===== src/design/v3n_pkg.sv =====
package v3n_pkg;

  localparam int unsigned COMPONENT_WIDTH    = 16;
  localparam int unsigned UNIT_FRACTION_BITS = 14;
  localparam int unsigned QUEUE_DEPTH        = 2;

endpackage


===== src/design/v3n_fifo.sv =====
module v3n_fifo #(
  parameter int unsigned W     = 8,
  parameter int unsigned DEPTH = v3n_pkg::QUEUE_DEPTH
) (
  input  logic         clk_i,
  input  logic         rst_ni,
  input  logic         push_i,
  input  logic [W-1:0] data_i,
  output logic         full_o,
  input  logic         pop_i,
  output logic         valid_o,
  output logic [W-1:0] data_o
);
  localparam int unsigned AW = (DEPTH > 1) ? $clog2(DEPTH) : 1;
  localparam int unsigned CNW = $clog2(DEPTH + 1);

  logic [W-1:0]   mem_q [DEPTH];
  logic [AW-1:0]  wr_q, rd_q;
  logic [CNW-1:0] cnt_q;
  logic           do_wr, do_rd;

  assign full_o  = (cnt_q == CNW'(DEPTH));
  assign valid_o = (cnt_q != '0);
  assign data_o  = mem_q[rd_q];
  assign do_wr   = push_i && !full_o;
  assign do_rd   = pop_i && valid_o;

  always_ff @(posedge clk_i or negedge rst_ni) begin
    if (!rst_ni) begin
      wr_q  <= '0;
      rd_q  <= '0;
      cnt_q <= '0;
    end else begin
      if (do_wr) begin
        wr_q <= (wr_q == AW'(DEPTH - 1)) ? '0 : wr_q + AW'(1);
      end
      if (do_rd) begin
        rd_q <= (rd_q == AW'(DEPTH - 1)) ? '0 : rd_q + AW'(1);
      end
      if (do_wr && !do_rd) begin
        cnt_q <= cnt_q + CNW'(1);
      end else if (do_rd && !do_wr) begin
        cnt_q <= cnt_q - CNW'(1);
      end
    end
  end

  always_ff @(posedge clk_i) begin
    if (do_wr) begin
      mem_q[wr_q] <= data_i;
    end
  end
endmodule


===== config.mk =====
export PLATFORM = sky130hd
export DESIGN_NAME = v3n_fifo
export DESIGN_NICKNAME = d
export VERILOG_FILES = /design/src/design/v3n_pkg.sv /design/src/design/v3n_fifo.sv
export SDC_FILE = /design/constraint.sdc
export NUM_CORES = 1
export LEC_CHECK = 0
export BUFFER_PORTS_ARGS = -buffer_cell sky130_fd_sc_hd__clkbuf_2
export CAP_MARGIN = 40
export CORE_AREA = 10 10 63 65
export DETAILED_ROUTE_END_ITERATION = 12
export DIE_AREA = 0 0 73 75
export GPL_TIMING_DRIVEN = 0
export PLACE_DENSITY = 0.58
export SETUP_SLACK_MARGIN = 0.3
export SYNTH_ARGS = -nofsm -noshare
export SYNTH_HDL_FRONTEND = slang
export SYNTH_SLANG_ARGS = --single-unit

===== constraint.sdc =====
create_clock -name clk_i -period 1.8 [get_ports clk_i]
set_input_delay 0 -clock clk_i [delete_from_list [all_inputs] [get_ports clk_i]]
set_output_delay 0 -clock clk_i [all_outputs]
set_load 0.005 [all_outputs]

Yosys cells after proc, flatten, opt, wreduce, memory -nomap -nowiden
Memory sizes are Yosys's and may differ from the RTL's.
Index checks and enable logic that the tools add are counted.
W data, S select, Z words.
{"block": "totals", "reg_bits": 4, "mem_bits_rw": 16, "input_bits": 12, "out_inout_bits": 10, "wordCells": 24, "memories": 1}
{"memory": "mem_q", "words": 2, "width": 8, "read_ports": 1, "rd_ports_with_merged_regs": 0, "wr": 1, "line_no": "v3n_fifo.sv:17", "rtl": "logic [W-1:0] mem_q [DEPTH];"}
{"block": "classes", "n_addsub": 4, "n_eq_ne": 1, "muxes": 6, "n_reduce_logical": 9}
{"op": "$logic_and A1 B1 Y1", "count": 4}
{"op": "$mux W1", "count": 4}
{"op": "$mux W2", "count": 2}
{"op": "$reduce_bool A2 Y1", "count": 2}
{"op": "$logic_not A1 Y1", "count": 3}
{"op": "$add A1 B1 Y1 const B", "count": 2}
{"op": "$add A2 B1 Y2 const B", "count": 1}
{"op": "$eq A2 B2 Y1 const B", "count": 1}
{"op": "$sub A2 B1 Y2 const B", "count": 1}

Depth between registers and ports, before layout
{"block": "depth", "word_depth": 7, "depth_mapped": 7, "ltp_nobuf": 7}

Worst setup path before layout
Ideal clock, no wire load.
{"block": "synth_timing", "path_type": "flip-flop to flip-flop", "startpoint": "reg cnt_q[0]", "endpoint": "mem mem_q[0][0] (enable)", "setup_ps": 370, "arrival_time_ps": 986, "t_required_ps": 1430, "slack_ps": 444, "path_stages_with_launch": 4, "n_path_buf": 0, "period_less_slack_ps": 1356, "cell_sequence": "dfrtp_1 > nand2b_1 > nand2_2 > nor2_1"}
{"block": "synth_via", "elab_chain_cells": 5}
{"item": "from (decl)", "line_no": "v3n_fifo.sv:19", "rtl": "logic [CNW-1:0] cnt_q;"}
{"item": "from (signal assigned)", "line_no": "v3n_fifo.sv:41", "rtl": "cnt_q <= cnt_q + CNW'(1);"}
{"item": "from (signal assigned)", "line_no": "v3n_fifo.sv:43", "rtl": "cnt_q <= cnt_q - CNW'(1);"}
{"item": "$eq A2 B2 Y1", "line_no": "v3n_fifo.sv:22", "rtl": "assign full_o = (cnt_q == CNW'(DEPTH));"}
{"item": "$logic_not A1 Y1", "line_no": "v3n_fifo.sv:25", "rtl": "assign do_wr = push_i && !full_o;"}
{"item": "$logic_and A1 B1 Y1", "line_no": "v3n_fifo.sv:25"}
{"item": "$mux W1", "line_no": "v3n_fifo.sv:49", "rtl": "if (do_wr) begin"}
{"item": "$mux W1 (implied by the code)", "line_no": "v3n_fifo.sv:50", "rtl": "mem_q[wr_q] <= data_i;"}
{"item": "to (decl)", "line_no": "v3n_fifo.sv:17"}
No other way between the ends.

Worst setup path after layout
{"block": "layout_timing", "startpoint": "reg cnt_q[1]", "endpoint": "reg cnt_q[1]"}
{"block": "layout_via", "elab_chain_cells": 6, "elab_cells_between_ends": 14, "cone_classes": "2 x add/sub; 1 x eq/ne; 2 x mux; 9 x reduce/logical"}
{"item": "$eq A2 B2 Y1", "line_no": "v3n_fifo.sv:22"}
{"item": "$logic_not A1 Y1", "line_no": "v3n_fifo.sv:25"}
{"item": "$logic_and A1 B1 Y1", "line_no": "v3n_fifo.sv:25"}
{"item": "$logic_not A1 Y1", "line_no": "v3n_fifo.sv:42", "rtl": "end else if (do_rd && !do_wr) begin"}
{"item": "$logic_and A1 B1 Y1", "line_no": "v3n_fifo.sv:42"}
{"item": "$reduce_bool A2 Y1 (no line)"}
Several ways; a longest one is shown, not always the timed one. The select of a mux whose other input is x is not followed.
A chain may end at the register's enable or synchronous reset.

==> metrics.md <==
| Metric | Value |
|---|---|
| DP Worst Slack | `0.139 ns` |
| Critical Path AT | `1.62 ns` |
| First-pass GRT wire length | `2440 um` |
| Sw Ratio | `28.7%` |
| Maxcap violations | `0` |
| Worst path most repeated cell | `xor2_1` |
| Internal | `0.00116 W` |
| Final Hold Vio Count | `0` |
| Syn Inst Count | `44` |
| Starting Density | `29.0%` |
| Die X | `73 um` |
| Worst-path cell chain | `or2_4 > nand2_4 > ha_1 > xor2_1 > nor2_1 > xor2_1` |
| Design Power | `0.00163 W` |
| Run status | `complete, no violations` |
| Num ports | `22` |
| FP Rows | `19` |
| Clock power frac | `22.4%` |
| Register share of total power | `43.6%` |
| Worst r2r src | `cnt_q[1]` |
| Layout Nets | `95` |
| RR Endpoint | `cnt_q[1]` |
| Period utilization | `79.2%` |
| Clock skew | `0.00419 ns` |
| Final worst setup slack | `0.374 ns` |
| Dpl hpwl | `1090 um` |
| Register area share after synthesis | `73.9%` |
| Fin Setup TNS | `0 ns` |
| Slew Viols, Final | `0` |
| CTS Sinks | `20` |
| Core area | `2710 sq um` |
| Syn-to-layout area delta | `41.9%` |
| Root buf cell | `clkbuf_4` |
| Synthesized flop and latch total | `20` |
| Initial drt markers | `18` |
| Netlist cell types | `14` |
| Clk_lat worst skew | `0.30 ns` |
| TritonCTS buffer count | `3` |
| Drt via density | `4.13` |
| Antenna Violating Nets Remaining | `0` |
| Worst Hold Class | `input pin to async pin` |
| Combinational share of power | `34.1%` |
| WP data required | `1.99 ns` |
| Ratio of cells with drive above 1 in the final layout | `39.5%` |
| Relative slew slack | `69.6%` |
| Clock transition at path regs | `0.11 ns` |
| DRC Markers | `0` |
| Vias in the first global route | `544` |
| Startpoint types | `flop` |
| CP Max Fanout | `3` |
| TritonCTS clock tree | `built` |
| Largest net degree at the start of global routing | `13` |
| CP Capture Type | `flop` |
| Post-layout util | `41.1%` |
| I/O Buffers | `21` |
| Post-route cell area | `1110 sq um` |
| PwrDens | `1460 nW/um^2` |
| Tmin final | `1.43 ns` |
| Post-DP Area | `930 sq um` |
| F_max | `0.701 GHz` |
| Die Outline Area | `5480 sq um` |
| Grt ovf | `0` |
| Mapped Area | `786 sq um` |
| Total Wirelength | `1560 um` |
| # setup viols final | `0` |
| Switch Pwr | `0.000466 W` |
| Slowest cell on crit path | `dfrtp_1` |
| Drt pass-1 iters | `4` |
| Clock buffer depth | `2` |
| Overall Global Routing Usage | `5.92%` |
| Max VDD drop | `0.720 mV` |
| Leakage power | `0.469 nW` |
| RSZ-0062 raised after global routing | `no` |
| Post-synthesis area per instance | `17.9 sq um` |
| Post-Syn Nets | `57` |
| Crit Path Class | `flop to flop` |
| Slowest stage delay, CP | `0.45 ns` |
| Die height | `75 um` |
| Initial antenna violation count | `0` |
| Via count | `462` |
| Slew @ Worst Pin | `0.456 ns` |
| Yosys warning total | `0` |
| Avg WL per Cell | `13.9 um` |
| RD Place Congestion | `0.608` |
| H-tree depth | `1` |
| R2R cell count | `6` |
| Ant diodes | `0` |
| Worst R2R Setup Slack | `0.37 ns` |
-- worst max path at each step --
stage / startpoint / cells past startpoint / slack (ns) / end
3_3_place_gp: cnt_q[0] / 3 / 0.18 / mem_q[0][2]
2_1_floorplan: cnt_q[0] / 3 / 0.44 / mem_q[0][0]
5_1_grt: cnt_q[0] / 7 / 0.28 / cnt_q[1]
6_report: cnt_q[1] / 6 / 0.37 / cnt_q[1]
4_1_cts: cnt_q[0] / 6 / 0.34 / cnt_q[1]
3_5_place_dp: cnt_q[0] / 3 / 0.14 / mem_q[0][2]
-- registers in the layout, summed over array words and instances (netlist names) --
register  count
wr_q          1
mem_q        16
cnt_q         2
rd_q          1
-- cells in the mapped netlist (all sizes together) --
| master | number | area, sq um |
|---|---|---|
| and3 | 1 | 6.26 |
| mux2 | 8 | 90.1 |
| nand2b | 1 | 6.26 |
| nor2 | 2 | 7.51 |
| nand2 | 2 | 17.5 |
| edfxtp | 16 | 480 |
| buf | 1 | 5.00 |
| inv | 2 | 7.51 |
| ha | 1 | 12.5 |
| xnor2 | 3 | 26.3 |
| xor2 | 2 | 17.5 |
| dfrtp | 4 | 100 |
| or2 | 1 | 8.76 |
-- cell type report --
class,instances,area [sq um]
clock buffers,3,22.5
repair buffers,33,223
well taps,31,38.8
plain buffers,1,5.00
flip-flops and latches,20,581
multi-input cells,21,208
clock inverters,1,30.0
inverters,2,7.51
fillers,266,1600
-- logic make-up (layout without fill, tap and decap cells) --
| family | Yosys count | count (layout) | share of synthesized area (%) |
|---|---|---|---|
| multiplexers | 8 | 8 | 11.5 |
| flip-flops | 20 | 20 | 73.9 |
| buffers and inverters | 3 | 40 | 1.59 |
| XOR/XNOR | 5 | 5 | 5.57 |
| AND/OR/NAND/NOR | 7 | 7 | 5.89 |
| adder cells (fa/ha/maj) | 1 | 1 | 1.59 |
-- layout by cell type (no fill, tap or decap), drive strengths merged --
master / n
buf: 2
dlygate4sd3: 11
and3: 1
nand2: 2
ha: 1
nor2: 2
edfxtp: 16
clkbuf: 24
bufinv: 1
xnor2: 3
inv: 2
dfrtp: 4
or2: 1
mux2: 8
nand2b: 1
xor2: 2
-- power by group through the flow --
stage                     Combinational [W]  Sequential, W  Clock (W)
final                              0.000554       0.000708   0.000364
after global routing               0.000626       0.000729   0.000393
after CTS                          0.000538       0.000701   0.000375
after detailed placement           0.000513       0.000711          0
after global placement             0.000503       0.000705          0
after floorplan                    0.000330       0.000696          0
-- worst max-delay path: cells and delay by family, from the launching register on --
family	cells	cell delay, ns
simple gates	3	0.44
flops	1	0.45
xor+xnor	2	0.28
fa+ha+maj	1	0.15
-- through the flow --
step	instances	hold WS, ns
after global placement	96	-0.189
after CTS	111	0.0231
after floorplan	44	-0.296
after detailed placement	96	-0.188
final	112	0.0255
after global routing	112	0.0241
-- what timing repair did --
item,in CTS,in global routing
gates resized for setup,1,2
buffers inserted,0,1
hold buffers,11,0
hold endpoints to repair,22,0
setup endpoints to repair,8,9
pin swaps,0,1
-- metal layers --
layer | track usage (%) | part of all wire, % | vias up
met5 | 0 | 0 | -
met1 | 5.89 | 40 | 215
li1 | - | - | 229
met4 | 6.33 | 2.3 | 0
met2 | 8.88 | 48 | 16
met3 | 2.50 | 9.3 | 2
No activity file was read; power rests on OpenSTA's default activity.
