**config.mk**
```make
export PLATFORM = sky130hd
export DESIGN_NAME = v3n_front
export DESIGN_NICKNAME = d
export VERILOG_FILES = /design/src/design/v3n_pkg.sv /design/src/design/v3n_front.sv
export SDC_FILE = /design/constraint.sdc
export NUM_CORES = 1
export LEC_CHECK = 0
export ABC_AREA = 1
export BUFFER_PORTS_ARGS = -buffer_cell sky130_fd_sc_hd__buf_2
export CORE_ASPECT_RATIO = 1.75
export CORE_MARGIN = 2
export CORE_UTILIZATION = 35
export DETAILED_ROUTE_END_ITERATION = 8
export GPL_TIMING_DRIVEN = 0
export PLACE_DENSITY = 0.55
export SLEW_MARGIN = 20
export SYNTH_ARGS = -nofsm -noshare
export SYNTH_HDL_FRONTEND = slang
export SYNTH_SLANG_ARGS = --single-unit
export TNS_END_PERCENT = 10
```
**constraint.sdc**
```tcl
create_clock -name clk_i -period 12.1 [get_ports clk_i]
set_input_delay 0.605 -clock clk_i [delete_from_list [all_inputs] [get_ports clk_i]]
set_output_delay 0.605 -clock clk_i [all_outputs]
set_load 0.01 [all_outputs]
```
**src/design/v3n_pkg.sv**
```systemverilog
package v3n_pkg;

  localparam int unsigned COMPONENT_WIDTH    = 16;
  localparam int unsigned UNIT_FRACTION_BITS = 14;
  localparam int unsigned QUEUE_DEPTH        = 2;

endpackage

```
**src/design/v3n_front.sv**
```systemverilog
// Registers an item, then forms magnitudes, signs and the sum of squares from it.
module v3n_front #(
  parameter int unsigned CW = v3n_pkg::COMPONENT_WIDTH,
  parameter int unsigned EW = 5 * CW + 4
) (
  input  logic                 clk_i,
  input  logic                 rst_ni,
  input  logic                 valid_i,
  output logic                 ready_o,
  input  logic signed [CW-1:0] vec_x_i,
  input  logic signed [CW-1:0] vec_y_i,
  input  logic signed [CW-1:0] vec_z_i,
  output logic                 push_o,
  input  logic                 full_i,
  output logic [EW-1:0]        entry_o
);
  localparam int unsigned SW = 2 * CW;

  logic                  vld_q;
  logic [3*CW-1:0]       raw_q;
  logic [CW-1:0]         mag   [3];
  logic [2:0]            neg;
  logic [SW-1:0]         sq    [3];
  logic [SW-1:0]         sum;

  assign ready_o = !vld_q || !full_i;
  assign push_o  = vld_q && !full_i;

  always_ff @(posedge clk_i or negedge rst_ni) begin
    if (!rst_ni) begin
      vld_q <= 1'b0;
    end else if (ready_o) begin
      vld_q <= valid_i;
    end
  end

  always_ff @(posedge clk_i) begin
    if (ready_o && valid_i) begin
      raw_q <= {vec_z_i, vec_y_i, vec_x_i};
    end
  end

  always_comb begin
    for (int c = 0; c < 3; c++) begin
      neg[c] = raw_q[c*CW + CW - 1];
      // two's complement negate; the most negative value maps onto itself as unsigned
      mag[c] = neg[c] ? (~raw_q[c*CW +: CW] + {{(CW-1){1'b0}}, 1'b1}) : raw_q[c*CW +: CW];
      sq[c]  = {{CW{1'b0}}, mag[c]} * {{CW{1'b0}}, mag[c]};
    end
    sum = sq[0] + sq[1] + sq[2];
  end

  assign entry_o = {(sum == '0), neg, mag[2], mag[1], mag[0], sum};
endmodule

```
; After elaboration in Yosys (flattened, before gate mapping)
; Cells that the tools add are included.
[op_classes]
add_sub_neg = 5
multipliers = 3
muxes = 3
bitwise_logic = 3
n_reduce_logical = 6
[op_table]
columns = operator, n
row1 = 16-bit by 16-bit multiplier with 32-bit output, 3
row2 = 32-bit adder, 2
row3 = 16-bit by 1-bit adder with 16-bit output (second input constant), 3
row4 = 16-bit 2-to-1 mux, 3
row5 = 16-bit inverter, 3
row6 = 32-bit zero test, 1
row7 = 1-bit logical AND, 2
row8 = 1-bit zero test, 2
row9 = 1-bit logical OR, 1
[word_totals]
ff_bits = 49
out_inout_bits = 86

; Logic depth before layout (Yosys ltp)
; Gate-level depths: netlist of the first run.
[depth]
depth_word = 7
ltp_mapped = 45
mapped_depth_nobuf = 44

; Least setup slack after synthesis of the first run
; Ideal clock, no wire load.
[synth_path]
path_kind = reg2out
startpoint = register raw_q[32]
endpoint = output entry_o[83]
arrival_ps = 8982
required_time_ps = 11495
setup_slack_ps = 2513
path_stages_with_launch = 35
n_path_buf = 1
cell_sequence = edfxtp_1 > inv_1 > clkbuf_1 > ha_1 > inv_1 > nor4_2 > nand2_1 > nor3_1 > nor2_1 > xor2_1 > inv_2 > nor2_1 > inv_1 > fa_1 > inv_1 > fa_1 > inv_1 > fa_1 > fa_1 > fa_1 > inv_1 > fa_1 > fa_1 > fa_1 > inv_1 > fa_1 > inv_1 > ha_1 > a21oi_1 > o21ai_0 > a21oi_1 > o21ai_0 > a21oi_1 > xor3_1 > nor3_2
[synth_via]
elab_chain_len = 6
[synth_lines]
columns = item, line
row1 = "start, declared", v3n_front.sv:20  ; logic [3*CW-1:0] raw_q;
row2 = "start signal, assigned", v3n_front.sv:39  ; raw_q <= {vec_z_i, vec_y_i, vec_x_i};
row3 = 16-bit inverter, v3n_front.sv:47  ; mag[c] = neg[c] ? (~raw_q[c*CW +: CW] + {{(CW-1){1'b0}}, 1'b1}) : raw_q[c*CW +: CW];
row4 = 16-bit by 1-bit adder with 16-bit output, v3n_front.sv:47
row5 = 16-bit 2-to-1 mux, v3n_front.sv:47
row6 = net entry_o[76], v3n_front.sv:15  ; output logic [EW-1:0] entry_o
row7 = 16-bit by 16-bit multiplier with 32-bit output, v3n_front.sv:48  ; sq[c] = {{CW{1'b0}}, mag[c]} * {{CW{1'b0}}, mag[c]};
row8 = 32-bit adder, v3n_front.sv:50  ; sum = sq[0] + sq[1] + sq[2];
row9 = net entry_o[31], v3n_front.sv:15
row10 = 32-bit zero test, v3n_front.sv:53  ; assign entry_o = {(sum == '0), neg, mag[2], mag[1], mag[0], sum};
row11 = "end, declared", v3n_front.sv:15
; The timed path passes the listed nets, and every way through them passes these cells.

; Worst setup path after layout of the first run
[layout_path]
startpoint = register raw_q[32]
endpoint = output entry_o[83]
[layout_via]
elab_chain_len = 6
[layout_lines]
columns = item, line
row1 = 16-bit inverter, v3n_front.sv:47
row2 = 16-bit by 1-bit adder with 16-bit output, v3n_front.sv:47
row3 = 16-bit 2-to-1 mux *, v3n_front.sv:47
row4 = 16-bit by 16-bit multiplier with 32-bit output *, v3n_front.sv:48
row5 = 32-bit adder *, v3n_front.sv:50
row6 = 32-bit zero test *, v3n_front.sv:53
; Mark *: on every way between the ends. The rest lies on a longest branch, timed or not.

==> results.md, run 1 <==
* Total congestion overflow at 0
* Core area at 69670 sq um
* Final Instance Area at 26990 sq um
* # nets final at 3904
* Syn_area_per_cell at 8.819 sq um
* DR WL/cell at 17.80 um
* Seq cells post-synth at 49
* Worst Hold Class: in -> async
* CP startpoint kind: register
* Die ar. at 72780 sq um
* DRC errors left at 0
* Clk buf depth at 2
* Placed inst area at 26730 sq um
* CTS tree: yes
* CP Capture Type: output pin
* Rel. slew slack at 31.69%
* # port buffers at 137
* R2r setup slk at 10400 ps
* Stages on worst setup path at 36
* F_max at 86.93 MHz
* Max Cap Viol at 0
* Inserted Clock Buffers at 5
* Slowest-stage cell, CP: edfxtp_1
* DR vias/cell at 4.613
* Clock skew at 16.70 ps
* Period utilisation layout at 95.07%
* First-pass GRT wire length at 106600 um
* Cell mode on critical path: fa_1
* Via count at 17990
* Worst r2r path cells at 3
* Hold_buf cts at 0
* Final Hold Vio Count at 0
* Gp weighted congestion at 0.9122
* Worst-path fanout max at 9
* Worst Path Buf+Inv at 10
* Area delta synth->final at 9.318%
* DRT iter0 DRCs at 731
* Count leader, synth: inv_1
* Cell taking the most area after synthesis: fa_1
* Share of flip-flops with an asynchronous set or reset at 2.041%
* Reg-to-Reg End: raw_q[5]
* Final setup fails at 0
* Crit path time final at 11500 ps
* Fraction of layout cells with a size suffix above 1 at 8.060%
* # rows at 128
* Critical path arrival at 10900 ps
* Setup TNS at 0 ps
* Max Slew Vio Count at 0
* Largest net degree at the start of global routing at 19
* Die Span Y at 355.4 um
* Critical R2R Launch: vld_q
* FF/Latch Area at 1466 sq um
* Die X at 204.8 um
* Antenna violations before repair at 0
* Clk sink count at 49
* Number of global-route vias before repair at 19870
* Main area contributors after synthesis: fa_1 50%, inv_1 15%, ha_1 13%
* Post-synth top cells: 995 x inv_1, 611 x fa_1, 294 x nand2_1
* Outcome: finished clean
* Slew @ Worst Pin at 1018 ps
* Worst endpoint required time at 11490 ps
* Yosys warns at 0
* Ys flop type: edfxtp_1
* Worst-skew pair later-pin latency at 350 ps
* Layout fillers at 7240
* Initial Util at 35.45%
* Antenna viol nets, final at 0
* Ant. Diodes at 0
* Library cells used by synthesis at 45
* Number of flops mapped to enable cells by yosys at 48
* Delay-heaviest family, CP: adder cells
* Worst-path clk slew at 80 ps
* DRT Wirelength at 69410 um
* RSZ-0062 raised after global routing: false
* CP max stage delay at 800 ps
* Synth top area share at 49.53%
* H-tree depth at 2
* Register area share after synthesis at 5.938%
* Detailed Routing Iterations Pass 1 at 5
* Finished Core Util at 38.75%
* Hpwl dp at 62910 um
* Synth Cell Area at 24690 sq um
* # IOs at 138
* Cells after Synth at 2800
* Crit Path Class: reg -> out
* Area of the multi-input gates at 19420 sq um
* Gr usage total at 19.94%
* CP startpoint: raw_q[32]
* Root Driver: clkbuf_16
## per-layer routing
metal  up-vias  wire length (um)  global-route usage, %
met5         -                 0                      0
met2       405             41820                  41.03
met3       165              1644                 0.6227
met4         0              4685                  11.86
met1      9210             21260                  19.00
li1       8209                 -                      -
## worst max path at each step
stage | endpoint | slack (ps)
floorplan | entry_o[83] | 2510
finish | entry_o[83] | 600
CTS | entry_o[83] | 160
global route | entry_o[83] | 120
detailed placement | entry_o[83] | 30
global placement | entry_o[83] | -50
## stage by stage
step | hold slack, ps | instances | setup WS [ps]
CTS | 10.68 | 3892 | 158.3
detailed placement | 382.1 | 3885 | 32.79
global route | 20.05 | 3900 | 120.8
finish | 27.54 | 3900 | 596.3
global placement | 379.1 | 3883 | -45.12
floorplan | 309.4 | 2836 | 2513
## final cells by class
class,count,share of cell area [%]
Tap cell,910,4.218
Sequential cell,49,5.432
Inverter,1023,14.25
Multi-Input combinational cell,1727,71.95
Clock buffer,5,0.4635
Clock inverter,3,0.09734
Timing Repair Buffer,147,2.966
Buffer,36,0.6211
## sequential cells by signal, summed over array words and instances (netlist names)
signal	cells
vld_q	1
raw_q	48
## kinds of logic (layout without fill, tap and decap cells)
logic type	count (synthesis)	after routing	share of synthesized area, %
flip-flops	49	49	5.938
XOR/XNOR	50	50	1.865
adder cells (fa/ha/maj)	863	863	62.30
buffers and inverters	1060	1214	16.22
AO/OA/AOI/OAI	94	94	2.088
AND/OR/NAND/NOR	682	682	11.56
other	2	38	0.03041
## what timing repair did
action | 4_1_cts | 5_1_grt
setup buffers | 0 | 8
hold endpoints to repair | 0 | 0
gates cloned | 0 | 0
gates resized for setup | 3 | 16
setup endpoints to repair | 3 | 5
## worst register-to-register path, stage by stage, from the launching register on
cell     delay [ps]
dfrtp_1         420
a21oi_4         520
buf_16          240
buf_16          180
## placed cells by master (no fill, tap or decap), types with 31 or more instances in the layout
cell type,count
ha_1,252
o21ai_0,31
nor2_1,273
a21oi_1,39
conb_1,38
edfxtp_1,48
buf_2,140
nand2_1,293
inv_1,994
nand3_1,31
fa_1,611
Power of run 1 is left out: the tool's default activity adds up to more than one toggle a clock period on the data nets, which glitch-free logic cannot reach.
==> run 2, diff against run 1 <==
CORE_UTILIZATION = 30   (was 35)
CTS_BUF_LIST = sky130_fd_sc_hd__clkbuf_16   (was default)
PLACE_DENSITY = 0.49   (was 0.55)
==> run 2 against run 1 <==
Effect of this change: via count decreased by 0.15%; sequential cell count unchanged; cell count increased by 3.7%; wire length rose by 5.7%; register-to-register slack about the same; largest cell class unchanged; highest routed layer is now met5.
==> results.md, run 2 (synthesized netlist as in run 1, its figures left out) <==
* Critical path arrival at 10930 ps
* # rows at 139
* Root Driver: clkbuf_16
* Rel. slew slack at 34.54%
* Critical R2R Launch: vld_q
* Antenna violations before repair at 1
* Most frequent cells in the layout: 995 x inv_1, 611 x fa_1, 293 x nand2_1
* Final setup margin at 569.2 ps
* Antenna viol nets, final at 0
* # IOs at 138
* Die ar. at 84710 sq um
* Period utilisation layout at 95.30%
* # nets final at 3903
* Worst endpoint required time at 11490 ps
* Worst-skew pair later-pin latency at 340 ps
* Largest net degree at the start of global routing at 19
* Total congestion overflow at 0
* F_max at 86.72 MHz
* Area delta synth->final at 10.26%
* Slew @ Worst Pin at 975.3 ps
* RSZ-0062 raised after global routing: false
* Worst Hold Class: in -> async
* Gr usage total at 17.82%
* Reg-to-Reg End: raw_q[2]
* Clk buf depth at 2
* Final Hold Vio Count at 0
* Area of the multi-input gates at 19480 sq um
* CP max stage delay at 630 ps
* Gp weighted congestion at 0.8767
* Core area at 81740 sq um
* CTS tree: yes
* DRT Wirelength at 73330 um
* Hold_buf cts at 0
* CP Capture Type: output pin
* Ant. Diodes at 0
* Fraction of layout cells with a size suffix above 1 at 8.130%
* DRT iter0 DRCs at 676
* Clock skew at 14.29 ps
* Most common cell after layout, fill and taps aside: inv_1
* Max reg flops at 48
* Initial Util at 30.21%
* # port buffers at 137
* Clk sink count at 49
* DRC errors left at 0
* Detailed Routing Iterations Pass 1 at 7
* DR WL/cell at 18.12 um
* Crit path time final at 11530 ps
* Outcome: finished clean
* Worst-path fanout max at 11
* Layout fillers at 8935
* H-tree depth at 2
* Inserted Clock Buffers at 5
* FF/Latch Area at 1466 sq um
* Worst slack, placed at -266.2 ps
* Worst-path clk slew at 80 ps
* CP startpoint kind: register
* Reg with most FFs: raw_q
* Hpwl dp at 66400 um
* Worst r2r path cells at 3
* R2r setup slk at 10390 ps
* Top flop regs: raw_q x48, vld_q x1
* Die Span Y at 383.5 um
* Number of global-route vias before repair at 20260
* Max Cap Viol at 0
* Max Slew Vio Count at 0
* First-pass GRT wire length at 111800 um
* Via count at 17960
* DR vias/cell at 4.439
* Slowest-stage cell, CP: fa_1
* Final setup fails at 0
* Crit Path Class: reg -> out
* Die X at 220.9 um
[run 2: area by class of cell]
type | instances | area share (%)
Buffer | 36 | 0.6250
Clock buffer | 5 | 0.4595
Clock inverter | 3 | 0.09650
Inverter | 1023 | 14.12
Tap cell | 1057 | 4.857
Sequential cell | 49 | 5.386
Multi-Input combinational cell | 1727 | 71.55
Timing Repair Buffer | 146 | 2.913
[run 2: what timing repair did]
| item | CTS | global route |
|---|---|---|
| pin swaps | 0 | 1 |
| gates cloned | 0 | 0 |
| endpoints found under the hold margin | 0 | 0 |
| endpoints found under the setup margin | 7 | 6 |
| gates resized for setup | 7 | 20 |
| setup buffers | 0 | 7 |
[run 2: worst max-delay path by stage]
stage          depth (start not counted)       from  slack [ps]          end
6_report                              39  raw_q[32]         570  entry_o[83]
5_1_grt                               39   raw_q[0]          10  entry_o[83]
4_1_cts                               32  raw_q[16]           3  entry_o[83]
3_5_place_dp                          35  raw_q[32]        -270  entry_o[83]
3_3_place_gp                          35  raw_q[32]        -250  entry_o[83]
2_1_floorplan                         34  raw_q[32]        2510  entry_o[83]
[run 2: worst max-delay path, delay by kind of cell (launching register included)]
kind	cells	cell delay (ps)
XOR/XNOR	1	160
adder cells (fa/ha/maj)	11	5200
AND/OR/NAND/NOR	13	2070
AO/OA/AOI/OAI	1	300
flip-flops	1	360
buffers and inverters	13	2490
[run 2: metrics by stage]
stage                     setup TNS (ps)  util (%)  hold WS, ps  instance area [sq um]  instances
after floorplan                        0         -        309.4                  24830       2836
after global placement            -328.3     32.83        379.3                  26840       4030
after detailed placement          -364.0     32.92        380.4                  26910       4032
after CTS                              0     33.15        2.909                  27100       4040
after global routing                   0     33.31        9.384                  27230       4046
final                                  0     33.31        18.80                  27230       4046
[run 2: routing by layer]
metal	vias up	GRT usage (%)	routed length, um
li1	8214	-	-
met1	9286	16.03	22020
met2	331	38.63	45750
met3	129	0.6731	1327
met4	2	9.433	4227
met5	-	0	13
Power of run 2 is left out for the same reason.
